[src/bilinear_rgb_scaler_defines.svh]
// Assertion macros for the bilinear RGB scaler.
// Included by the modules that carry concurrent assertions; no other dependencies.
`ifndef BILINEAR_RGB_SCALER_DEFINES_SVH
`define BILINEAR_RGB_SCALER_DEFINES_SVH

`ifndef SYNTHESIS
// Check a property on every clock edge while reset is low.
`define BRS_ASSERT(label, clk, rst, prop) \
   label: assert property (@(posedge clk) disable iff (rst) prop) \
      else $error("bilinear_rgb_scaler: check failed");
// Check a property on every clock edge, reset included.
`define BRS_ASSERT_ALWAYS(label, clk, prop) \
   label: assert property (@(posedge clk) prop) \
      else $error("bilinear_rgb_scaler: check failed");
`else
`define BRS_ASSERT(label, clk, rst, prop)
`define BRS_ASSERT_ALWAYS(label, clk, prop)
`endif

`endif

[src/brs_pkg.sv]
// Package for the bilinear RGB scaler: widths, register reset values,
// register indexes and the channel extraction helper. No dependencies.
`timescale 1ns / 1ps

package brs_pkg;

   localparam int COORD_W     = 12;
   localparam int PIX_W       = 32;
   localparam int STEP_W      = 32;
   localparam int DIM_W       = 13;
   localparam int CSR_INDEX_W = 2;
   localparam int FRAC_W      = 4;
   localparam int CHAN_W      = 8;
   localparam int NUM_CHAN    = 3;
   localparam int NUM_TAPS    = 4;
   localparam int WEIGHT_W    = 9;
   localparam int PROD_W      = 44;
   localparam int POS_W       = 28;
   localparam int INT_POS_W   = POS_W - FRAC_W;
   localparam int TERM_W      = WEIGHT_W + CHAN_W;
   localparam int SUM_W       = TERM_W + 2;

   localparam logic [PROD_W-1:0]  POS_ROUND   = PROD_W'(32768);
   localparam logic [FRAC_W:0]    SUBPIX      = 5'd16;
   localparam logic [SUM_W-1:0]   CHAN_ROUND  = SUM_W'(128);

   localparam logic [STEP_W-1:0]  X_STEP_RESET     = 32'h0010_0000;
   localparam logic [STEP_W-1:0]  Y_STEP_RESET     = 32'h0010_0000;
   localparam logic [DIM_W-1:0]   SRC_WIDTH_RESET  = 13'd1;
   localparam logic [DIM_W-1:0]   SRC_HEIGHT_RESET = 13'd1;

   // Neighbor order inside the tap arrays.
   localparam int TAP_TL = 0;
   localparam int TAP_TR = 1;
   localparam int TAP_BL = 2;
   localparam int TAP_BR = 3;

   typedef enum logic [CSR_INDEX_W-1:0] {
      CSR_X_STEP     = 2'd0,
      CSR_Y_STEP     = 2'd1,
      CSR_SRC_WIDTH  = 2'd2,
      CSR_SRC_HEIGHT = 2'd3
   } csr_index_type;

   typedef logic [PIX_W-1:0]    pixel_type;
   typedef logic [WEIGHT_W-1:0] weight_type;
   typedef logic [TERM_W-1:0]   term_type;

   // Pick one 8-bit channel of a 0RGB pixel, blue at index 0.
   function automatic logic [CHAN_W-1:0] chan(input pixel_type pix, input int idx);
      chan = pix[CHAN_W*idx +: CHAN_W];
   endfunction

endpackage

[src/bilinear_rgb_scaler.sv]
// Bilinear RGB scaler: 4-stage pipeline (s1, s2, s3 and the output registers).
// Throughput is one destination pixel per clock; busy never rises, so start
// may be held high every cycle. Each stage is two 32x12 multiplies, one wide
// add and compare, a row of 9x8 multiplies, or a channel sum and round.
// Synchronous reset clears the valid pipeline and loads the step and size
// registers with their defaults. Depends on brs_pkg and bilinear_rgb_scaler_defines.svh.
`timescale 1ns / 1ps
`include "bilinear_rgb_scaler_defines.svh"

module bilinear_rgb_scaler (
   input  logic                            clock,
   input  logic                            reset,
   // configuration write channel
   input  logic                            csr_valid,
   output logic                            csr_ready,
   input  logic [brs_pkg::CSR_INDEX_W-1:0] csr_index,
   input  logic [brs_pkg::STEP_W-1:0]      csr_wdata,
   // pixel request channel
   input  logic                            start,
   output logic                            busy,
   input  logic [brs_pkg::COORD_W-1:0]     req_dest_col,
   input  logic [brs_pkg::COORD_W-1:0]     req_dest_row,
   input  logic [brs_pkg::PIX_W-1:0]       req_top_left_pixel,
   input  logic [brs_pkg::PIX_W-1:0]       req_top_right_pixel,
   input  logic [brs_pkg::PIX_W-1:0]       req_bottom_left_pixel,
   input  logic [brs_pkg::PIX_W-1:0]       req_bottom_right_pixel,
   // result channel
   output logic                            rsp_valid,
   output logic [brs_pkg::PIX_W-1:0]       rsp_out_pixel,
   output logic [brs_pkg::COORD_W-1:0]     rsp_src_col,
   output logic [brs_pkg::COORD_W-1:0]     rsp_src_row,
   output logic                            rsp_edge_copy
);
   import brs_pkg::*;

   // configuration registers
   logic [STEP_W-1:0] x_step_ff;
   logic [STEP_W-1:0] y_step_ff;
   logic [DIM_W-1:0]  src_width_ff;
   logic [DIM_W-1:0]  src_height_ff;

   // stage 1: position products
   logic              s1_valid_ff;
   logic [PROD_W-1:0] s1_xprod_ff, s1_xprod_in;
   logic [PROD_W-1:0] s1_yprod_ff, s1_yprod_in;
   pixel_type         s1_pix_ff [NUM_TAPS];

   // stage 2: integer position, edge test, area weights
   logic               s2_valid_ff;
   logic               s2_edge_ff, s2_edge_in;
   logic [COORD_W-1:0] s2_col_ff, s2_col_in;
   logic [COORD_W-1:0] s2_row_ff, s2_row_in;
   weight_type         s2_wt_ff [NUM_TAPS];
   weight_type         s2_wt_in [NUM_TAPS];
   pixel_type          s2_pix_ff [NUM_TAPS];

   // stage 3: weighted channel terms
   logic               s3_valid_ff;
   logic               s3_edge_ff;
   logic [COORD_W-1:0] s3_col_ff;
   logic [COORD_W-1:0] s3_row_ff;
   pixel_type          s3_top_left_ff;
   term_type           s3_term_ff [NUM_TAPS][NUM_CHAN];
   term_type           s3_term_in [NUM_TAPS][NUM_CHAN];

   // stage 4: output registers
   logic               rsp_valid_ff;
   pixel_type          rsp_pixel_ff, rsp_pixel_in;
   logic [COORD_W-1:0] rsp_col_ff;
   logic [COORD_W-1:0] rsp_row_ff;
   logic               rsp_edge_ff;

   logic accept;

   // never stall: one beat in per cycle, and config is taken at any time
   assign busy      = 1'b0;
   assign csr_ready = 1'b1;
   assign accept    = start && !busy;

   // config register writes
   always_ff @(posedge clock) begin
      if (reset) begin
         x_step_ff     <= X_STEP_RESET;
         y_step_ff     <= Y_STEP_RESET;
         src_width_ff  <= SRC_WIDTH_RESET;
         src_height_ff <= SRC_HEIGHT_RESET;
      end else if (csr_valid && csr_ready) begin
         case (csr_index_type'(csr_index))
            CSR_X_STEP:     x_step_ff     <= csr_wdata;
            CSR_Y_STEP:     y_step_ff     <= csr_wdata;
            CSR_SRC_WIDTH:  src_width_ff  <= csr_wdata[DIM_W-1:0];
            CSR_SRC_HEIGHT: src_height_ff <= csr_wdata[DIM_W-1:0];
            default: ;
         endcase
      end
   end

   // valid bits advance through the stages
   always_ff @(posedge clock) begin
      if (reset) begin
         s1_valid_ff  <= 1'b0;
         s2_valid_ff  <= 1'b0;
         s3_valid_ff  <= 1'b0;
         rsp_valid_ff <= 1'b0;
      end else begin
         s1_valid_ff  <= accept;
         s2_valid_ff  <= s1_valid_ff;
         s3_valid_ff  <= s2_valid_ff;
         rsp_valid_ff <= s3_valid_ff;
      end
   end

   // stage 1: step times destination index
   assign s1_xprod_in = PROD_W'(x_step_ff) * PROD_W'(req_dest_col);
   assign s1_yprod_in = PROD_W'(y_step_ff) * PROD_W'(req_dest_row);

   always_ff @(posedge clock) begin
      s1_xprod_ff       <= s1_xprod_in;
      s1_yprod_ff       <= s1_yprod_in;
      s1_pix_ff[TAP_TL] <= req_top_left_pixel;
      s1_pix_ff[TAP_TR] <= req_top_right_pixel;
      s1_pix_ff[TAP_BL] <= req_bottom_left_pixel;
      s1_pix_ff[TAP_BR] <= req_bottom_right_pixel;
   end

   // stage 2: round to sixteenths, split, test the edges, form weights
   always_comb begin
      logic [PROD_W-1:0]    xsum;
      logic [PROD_W-1:0]    ysum;
      logic [POS_W-1:0]     xpos;
      logic [POS_W-1:0]     ypos;
      logic [INT_POS_W:0]   xnext;
      logic [INT_POS_W:0]   ynext;
      logic [FRAC_W:0]      xf;
      logic [FRAC_W:0]      yf;
      logic [FRAC_W:0]      xr;
      logic [FRAC_W:0]      yr;
      logic [2*FRAC_W+1:0]  w00;
      logic [2*FRAC_W+1:0]  w10;
      logic [2*FRAC_W+1:0]  w01;
      logic [2*FRAC_W+1:0]  w11;
      xsum  = s1_xprod_ff + POS_ROUND;
      ysum  = s1_yprod_ff + POS_ROUND;
      xpos  = xsum[PROD_W-1:PROD_W-POS_W];
      ypos  = ysum[PROD_W-1:PROD_W-POS_W];
      // full-width integer position plus two against the source size
      xnext = {1'b0, xpos[POS_W-1:FRAC_W]} + (INT_POS_W+1)'(2);
      ynext = {1'b0, ypos[POS_W-1:FRAC_W]} + (INT_POS_W+1)'(2);
      s2_edge_in = (xnext > (INT_POS_W+1)'(src_width_ff)) ||
                   (ynext > (INT_POS_W+1)'(src_height_ff));
      s2_col_in  = xpos[FRAC_W +: COORD_W];
      s2_row_in  = ypos[FRAC_W +: COORD_W];
      xf  = {1'b0, xpos[FRAC_W-1:0]};
      yf  = {1'b0, ypos[FRAC_W-1:0]};
      xr  = SUBPIX - xf;
      yr  = SUBPIX - yf;
      w00 = xr * yr;
      w10 = xf * yr;
      w01 = xr * yf;
      w11 = xf * yf;
      s2_wt_in[TAP_TL] = w00[WEIGHT_W-1:0];
      s2_wt_in[TAP_TR] = w10[WEIGHT_W-1:0];
      s2_wt_in[TAP_BL] = w01[WEIGHT_W-1:0];
      s2_wt_in[TAP_BR] = w11[WEIGHT_W-1:0];
   end

   always_ff @(posedge clock) begin
      s2_edge_ff <= s2_edge_in;
      s2_col_ff  <= s2_col_in;
      s2_row_ff  <= s2_row_in;
      s2_wt_ff   <= s2_wt_in;
      s2_pix_ff  <= s1_pix_ff;
   end

   // stage 3: weight times channel for every tap and channel
   always_comb begin
      for (int t = 0; t < NUM_TAPS; t++) begin
         for (int c = 0; c < NUM_CHAN; c++) begin
            s3_term_in[t][c] = TERM_W'(s2_wt_ff[t]) * TERM_W'(chan(s2_pix_ff[t], c));
         end
      end
   end

   always_ff @(posedge clock) begin
      s3_edge_ff     <= s2_edge_ff;
      s3_col_ff      <= s2_col_ff;
      s3_row_ff      <= s2_row_ff;
      s3_top_left_ff <= s2_pix_ff[TAP_TL];
      s3_term_ff     <= s3_term_in;
   end

   // stage 4: sum, round and select the edge copy
   always_comb begin
      logic [SUM_W-1:0] sum;
      rsp_pixel_in = '0;
      for (int c = 0; c < NUM_CHAN; c++) begin
         sum = SUM_W'(s3_term_ff[TAP_TL][c]) + SUM_W'(s3_term_ff[TAP_TR][c]) +
               SUM_W'(s3_term_ff[TAP_BL][c]) + SUM_W'(s3_term_ff[TAP_BR][c]) +
               CHAN_ROUND;
         rsp_pixel_in[CHAN_W*c +: CHAN_W] = sum[2*CHAN_W-1:CHAN_W];
      end
      if (s3_edge_ff) begin
         rsp_pixel_in = s3_top_left_ff;
      end
   end

   always_ff @(posedge clock) begin
      rsp_pixel_ff <= rsp_pixel_in;
      rsp_col_ff   <= s3_col_ff;
      rsp_row_ff   <= s3_row_ff;
      rsp_edge_ff  <= s3_edge_ff;
   end

   assign rsp_valid     = rsp_valid_ff;
   assign rsp_out_pixel = rsp_pixel_ff;
   assign rsp_src_col   = rsp_col_ff;
   assign rsp_src_row   = rsp_row_ff;
   assign rsp_edge_copy = rsp_edge_ff;

   // a blend beat always carries area weights that cover the whole pixel
   `BRS_ASSERT(a_weights_cover_pixel, clock, reset, s2_valid_ff && !s2_edge_ff |-> (10'(s2_wt_ff[TAP_TL]) + 10'(s2_wt_ff[TAP_TR]) + 10'(s2_wt_ff[TAP_BL]) + 10'(s2_wt_ff[TAP_BR])) == 10'd256)
   // a blended result never carries a top byte
   `BRS_ASSERT(a_blend_top_byte_zero, clock, reset, rsp_valid && !rsp_edge_copy |-> rsp_out_pixel[PIX_W-1:NUM_CHAN*CHAN_W] == '0)
   // the result strobe follows the last stage's valid in the next cycle
   `BRS_ASSERT(a_strobe_follows_stage, clock, reset, !$past(reset) |-> rsp_valid == $past(s3_valid_ff))
   // an edge copy passes the top-left pixel through unchanged
   `BRS_ASSERT(a_edge_copy_passes, clock, reset, s3_valid_ff && s3_edge_ff |=> rsp_out_pixel == $past(s3_top_left_ff))

endmodule

[config.mk]
export PLATFORM = sky130hd
export DESIGN_NAME = bilinear_rgb_scaler
export DESIGN_NICKNAME = d
export VERILOG_FILES = /design/src/brs_pkg.sv /design/src/bilinear_rgb_scaler.sv
export VERILOG_INCLUDE_DIRS = /design/src /design/src/src
export SDC_FILE = /design/constraint.sdc
export NUM_CORES = 2
export LEC_CHECK = 0
export BUFFER_PORTS_ARGS = -buffer_cell sky130_fd_sc_hd__buf_2
export CAP_MARGIN = 10
export CORE_ASPECT_RATIO = 2
export CORE_MARGIN = 2
export CORE_UTILIZATION = 65
export DETAILED_ROUTE_END_ITERATION = 6
export GPL_ROUTABILITY_DRIVEN = 0
export MAX_ROUTING_LAYER = met4
export PLACE_DENSITY = 0.83
export SLEW_MARGIN = 10
export SYNTH_ARGS = -nofsm -noshare
export SYNTH_HDL_FRONTEND = slang
export SYNTH_SLANG_ARGS = --single-unit
[constraint.sdc]
create_clock -name clock -period 8.9 [get_ports clock]
set_clock_uncertainty 0.05 [all_clocks]
set_input_delay 1.335 -clock clock [delete_from_list [all_inputs] [get_ports clock]]
set_output_delay 1.335 -clock clock [all_outputs]
set_load 0.1 [all_outputs]
==> impl_metrics.py <==
metrics = {
    "layout": {
        "area_growth_pct": 6.37,
        "nFillCells": 8066,
        "fin_util": 0.695,
        "layout.cells.non_filler": 9363,
        "layout-drive-gt1-share": 0.0526,
        "layout.area.seq_sq_mm": 0.0145,
        "mostFrequentLayoutCell": "inv_1",
        "multiInputGateArea_sq_mm": 0.0514,
        "final_cell_mix": "inv_1 (1400), nand2_1 (1314), fa_1 (1186)",
        "nets": 9926,
    },
    "timing": {
        "finalSetupViolCount": 0,
        "fin_crit_sh": 0.821,
        "final_hold_viol_count": 0,
        "min_period_ns": 7.30,
        "tightest_slew_ns": 1.09,
        "slew_headroom": 0.270,
        "grt_setup_unrepaired": "no",
        "fin_setup_tns_ns": 0,
        "slew_viol_final": 0,
        "hold_slack_ns": 0.259,
        "timing.fmax_mhz": 137,
    },
    "setup_path": {
        "rr_endpoint": "s1_xprod_ff[42]",
        "worstSetupPathType": "input port to register",
        "crit_required_ns": 9.39,
        "cp-end-kind": "register",
        "rrSetupSlack_ns": 2.08,
        "critPathArrivalTime_ns": 7.79,
        "crit_fanout": 32,
        "r2r_cells": 20,
        "cp-start-kind": "input port",
        "rr_startpoint": "x_step_ff[13]",
    },
    "synthesis": {
        "synth_flop_cell": "dfxtp_1",
        "synth_enable_flop_cells": 0,
        "ys_seq_area_frac": 0.200,
        "syn_area_per_cell_sq_um": 9.30,
        "syn_nets": 9883,
        "async_reset_ff_frac": 0,
        "synth_cell_types": 82,
        "syn_area_sq_mm": 0.0723,
        "syn_inst": 7766,
        "synth_warnings": 0,
        "synth-seq-cells": 723,
    },
    "clocking": {
        "numCtsBuffers": 70,
        "post_cts_buffers": 0,
        "hold_buffers": 0,
        "root_buffer": "clkbuf_16",
        "clk_pin_slew_ns": 0.06,
        "clockBufferDepth": 3,
        "cts_tree": "yes",
        "cts_sinks": 723,
        "cts_resized": 0,
        "clk_latency_ns": 0.69,
        "htreeDepth": 3,
    },
    "routing": {
        "ant_nets": 0,
        "first_pass_iters": 6,
        "drtIter0Drc": 3430,
        "drc": 0,
        "via_per_inst": 5.57,
        "finalWirelength_mm": 174,
        "vias": 52200,
        "wire_per_inst_um": 18.6,
    },
    "floorplan": {
        "coreArea_sq_mm": 0.111,
        "die_width_um": 240,
        "start_util": 0.653,
        "fp.dieH_um": 475,
        "dieArea_sq_mm": 0.114,
        "io_pins": 250,
        "rows": 173,
    },
    "min_path": {
        "hold_depth": 0,
        "hp-class": "register to register",
        "hold_start": "s2_row_ff[9]",
        "hold-path-endpoint": "s3_row_ff[9]",
    },
    "placement": {
        "dp.cells": 9224,
        "port_buffers": 223,
        "hpwl_mm": 135,
    },
    "pwr": {
        "power.density_mw_per_mm2": 371,
        "p_leak_nw": 38.3,
        "power_mw": 28.5,
        "max-vdd-ir-drop_mv": 0.458,
    },
    "global_route": {
        "grt-ovfl-total": 0,
        "grt_pass1_vias": 56800,
        "grt_pass1_wl_mm": 285,
        "grt_max_degree": 55,
        "grtUsageTotal": 0.329,
        "antenna_found_initial": 10,
    },
    "run": {
        "drv_cap": 0,
    },
    "run_status": {
        "status": "completed",
    },
}
==> worst max path at each step <==
| stage | end | startpoint |
|---|---|---|
| 2_1_floorplan | s1_xprod_ff[42] | req_dest_col[6] |
| 3_3_place_gp | s1_xprod_ff[42] | req_dest_col[6] |
| 3_5_place_dp | s1_xprod_ff[42] | req_dest_col[4] |
| 4_1_cts | s1_xprod_ff[42] | req_dest_col[4] |
| 5_1_grt | s1_xprod_ff[38] | req_dest_col[4] |
| 6_report | s1_xprod_ff[42] | req_dest_col[4] |
==> critical path, cell delays in order <==
cell	delay, ns
buf_2	0.60
nand2_1	0.18
fa_1	0.52
fa_1	0.51
inv_1	0.05
fa_1	0.50
fa_1	0.49
inv_1	0.05
fa_1	0.47
inv_1	0.05
ha_1	0.29
a21oi_1	0.21
o2111ai_1	0.18
o21ai_0	0.48
o21ai_1	0.24
a211oi_1	0.68
o21ba_2	0.29
o21ai_1	0.11
a21o_1	0.22
a41oi_1	0.21
a311oi_1	0.06
==> cell type report <==
cell class              count  area share
diodes                     11    0.000358
well taps                1487      0.0242
clock buffers              97      0.0268
flip-flops and latches    723       0.188
clock inverters            31     0.00449
multi-input cells        5352       0.669
repair buffers            261      0.0182
inverters                1401      0.0684
==> through the flow <==
stage | cell area, sq um | worst slack (ns)
after global placement | 74400 | 1.16
after CTS | 76800 | 1.76
after floorplan | 72300 | 2.22
after detailed placement | 74400 | 1.02
after global routing | 76800 | 1.31
final | 76900 | 1.60
==> logic make-up after synthesis <==
group,count (synthesis),share of synthesized area
mux,13,0.00189
flops,723,0.200
compound gates,604,0.0515
buf+inv,1691,0.0880
simple gates,2491,0.163
xor+xnor,315,0.0383
other cells,2,0.000104
fa+ha+maj,1927,0.457
==> state kept, by name, summed over array words and instances (netlist names), 12 cells and up <==
register	flops
s1_yprod_ff	29
s3_term_ff	192
rsp_src_col	12
s2_wt_ff	32
src_height_ff	13
s3_top_left_ff	32
rsp_src_row	12
rsp_out_pixel	32
s1_xprod_ff	29
src_width_ff	13
y_step_ff	32
s1_pix_ff	104
x_step_ff	32
s3_col_ff	12
s2_row_ff	12
s3_row_ff	12
s2_col_ff	12
s2_pix_ff	104
==> synth_stat cells, types with 7 or more instances <==
| library cell | count | area share |
|---|---|---|
| xor2_1 | 72 | 0.0087 |
| o21ai_0 | 133 | 0.0092 |
| o211ai_1 | 10 | 0.0010 |
| ha_1 | 741 | 0.13 |
| inv_1 | 1400 | 0.073 |
| fa_1 | 1186 | 0.33 |
| nand2b_1 | 7 | 0.00061 |
| nor4_1 | 20 | 0.0017 |
| xnor2_1 | 242 | 0.029 |
| dfxtp_1 | 723 | 0.20 |
| o21bai_1 | 22 | 0.0023 |
| o21a_1 | 27 | 0.0028 |
| or3_1 | 10 | 0.00087 |
| a21oi_1 | 224 | 0.016 |
| a211oi_1 | 11 | 0.0011 |
| nor3_1 | 60 | 0.0042 |
| or4_1 | 14 | 0.0015 |
| nand4_1 | 32 | 0.0028 |
| nor2_1 | 212 | 0.011 |
| nor2b_1 | 48 | 0.0042 |
| nand3b_1 | 8 | 0.00083 |
| clkbuf_1 | 280 | 0.015 |
| and4_1 | 10 | 0.0012 |
| a21o_1 | 48 | 0.0050 |
| or2_2 | 12 | 0.0010 |
| mux2i_1 | 8 | 0.0011 |
| nand3_1 | 41 | 0.0028 |
| and2_1 | 669 | 0.058 |
| nand2_1 | 1314 | 0.068 |
| and3_1 | 14 | 0.0012 |
| a31oi_1 | 13 | 0.0011 |
| o31ai_1 | 10 | 0.0010 |
| a21boi_0 | 36 | 0.0037 |
==> per-layer routing <==
metal / track usage / vias up / wire (um)
met5: - / - / 0
met4: 0.176 / 0 / 10400
met3: 0.0596 / 591 / 13400
met2: 0.540 / 2116 / 84600
met1: 0.383 / 25800 / 65600
li1: - / 23700 / -
==> power breakdown <==
part           switching [mW]  internal, mW  total (mW)
combinational            11.9          8.36        20.3
sequential              0.877          4.26        5.13
clock                    1.38          1.76        3.14
No activity file was read; power rests on OpenSTA's default activity.
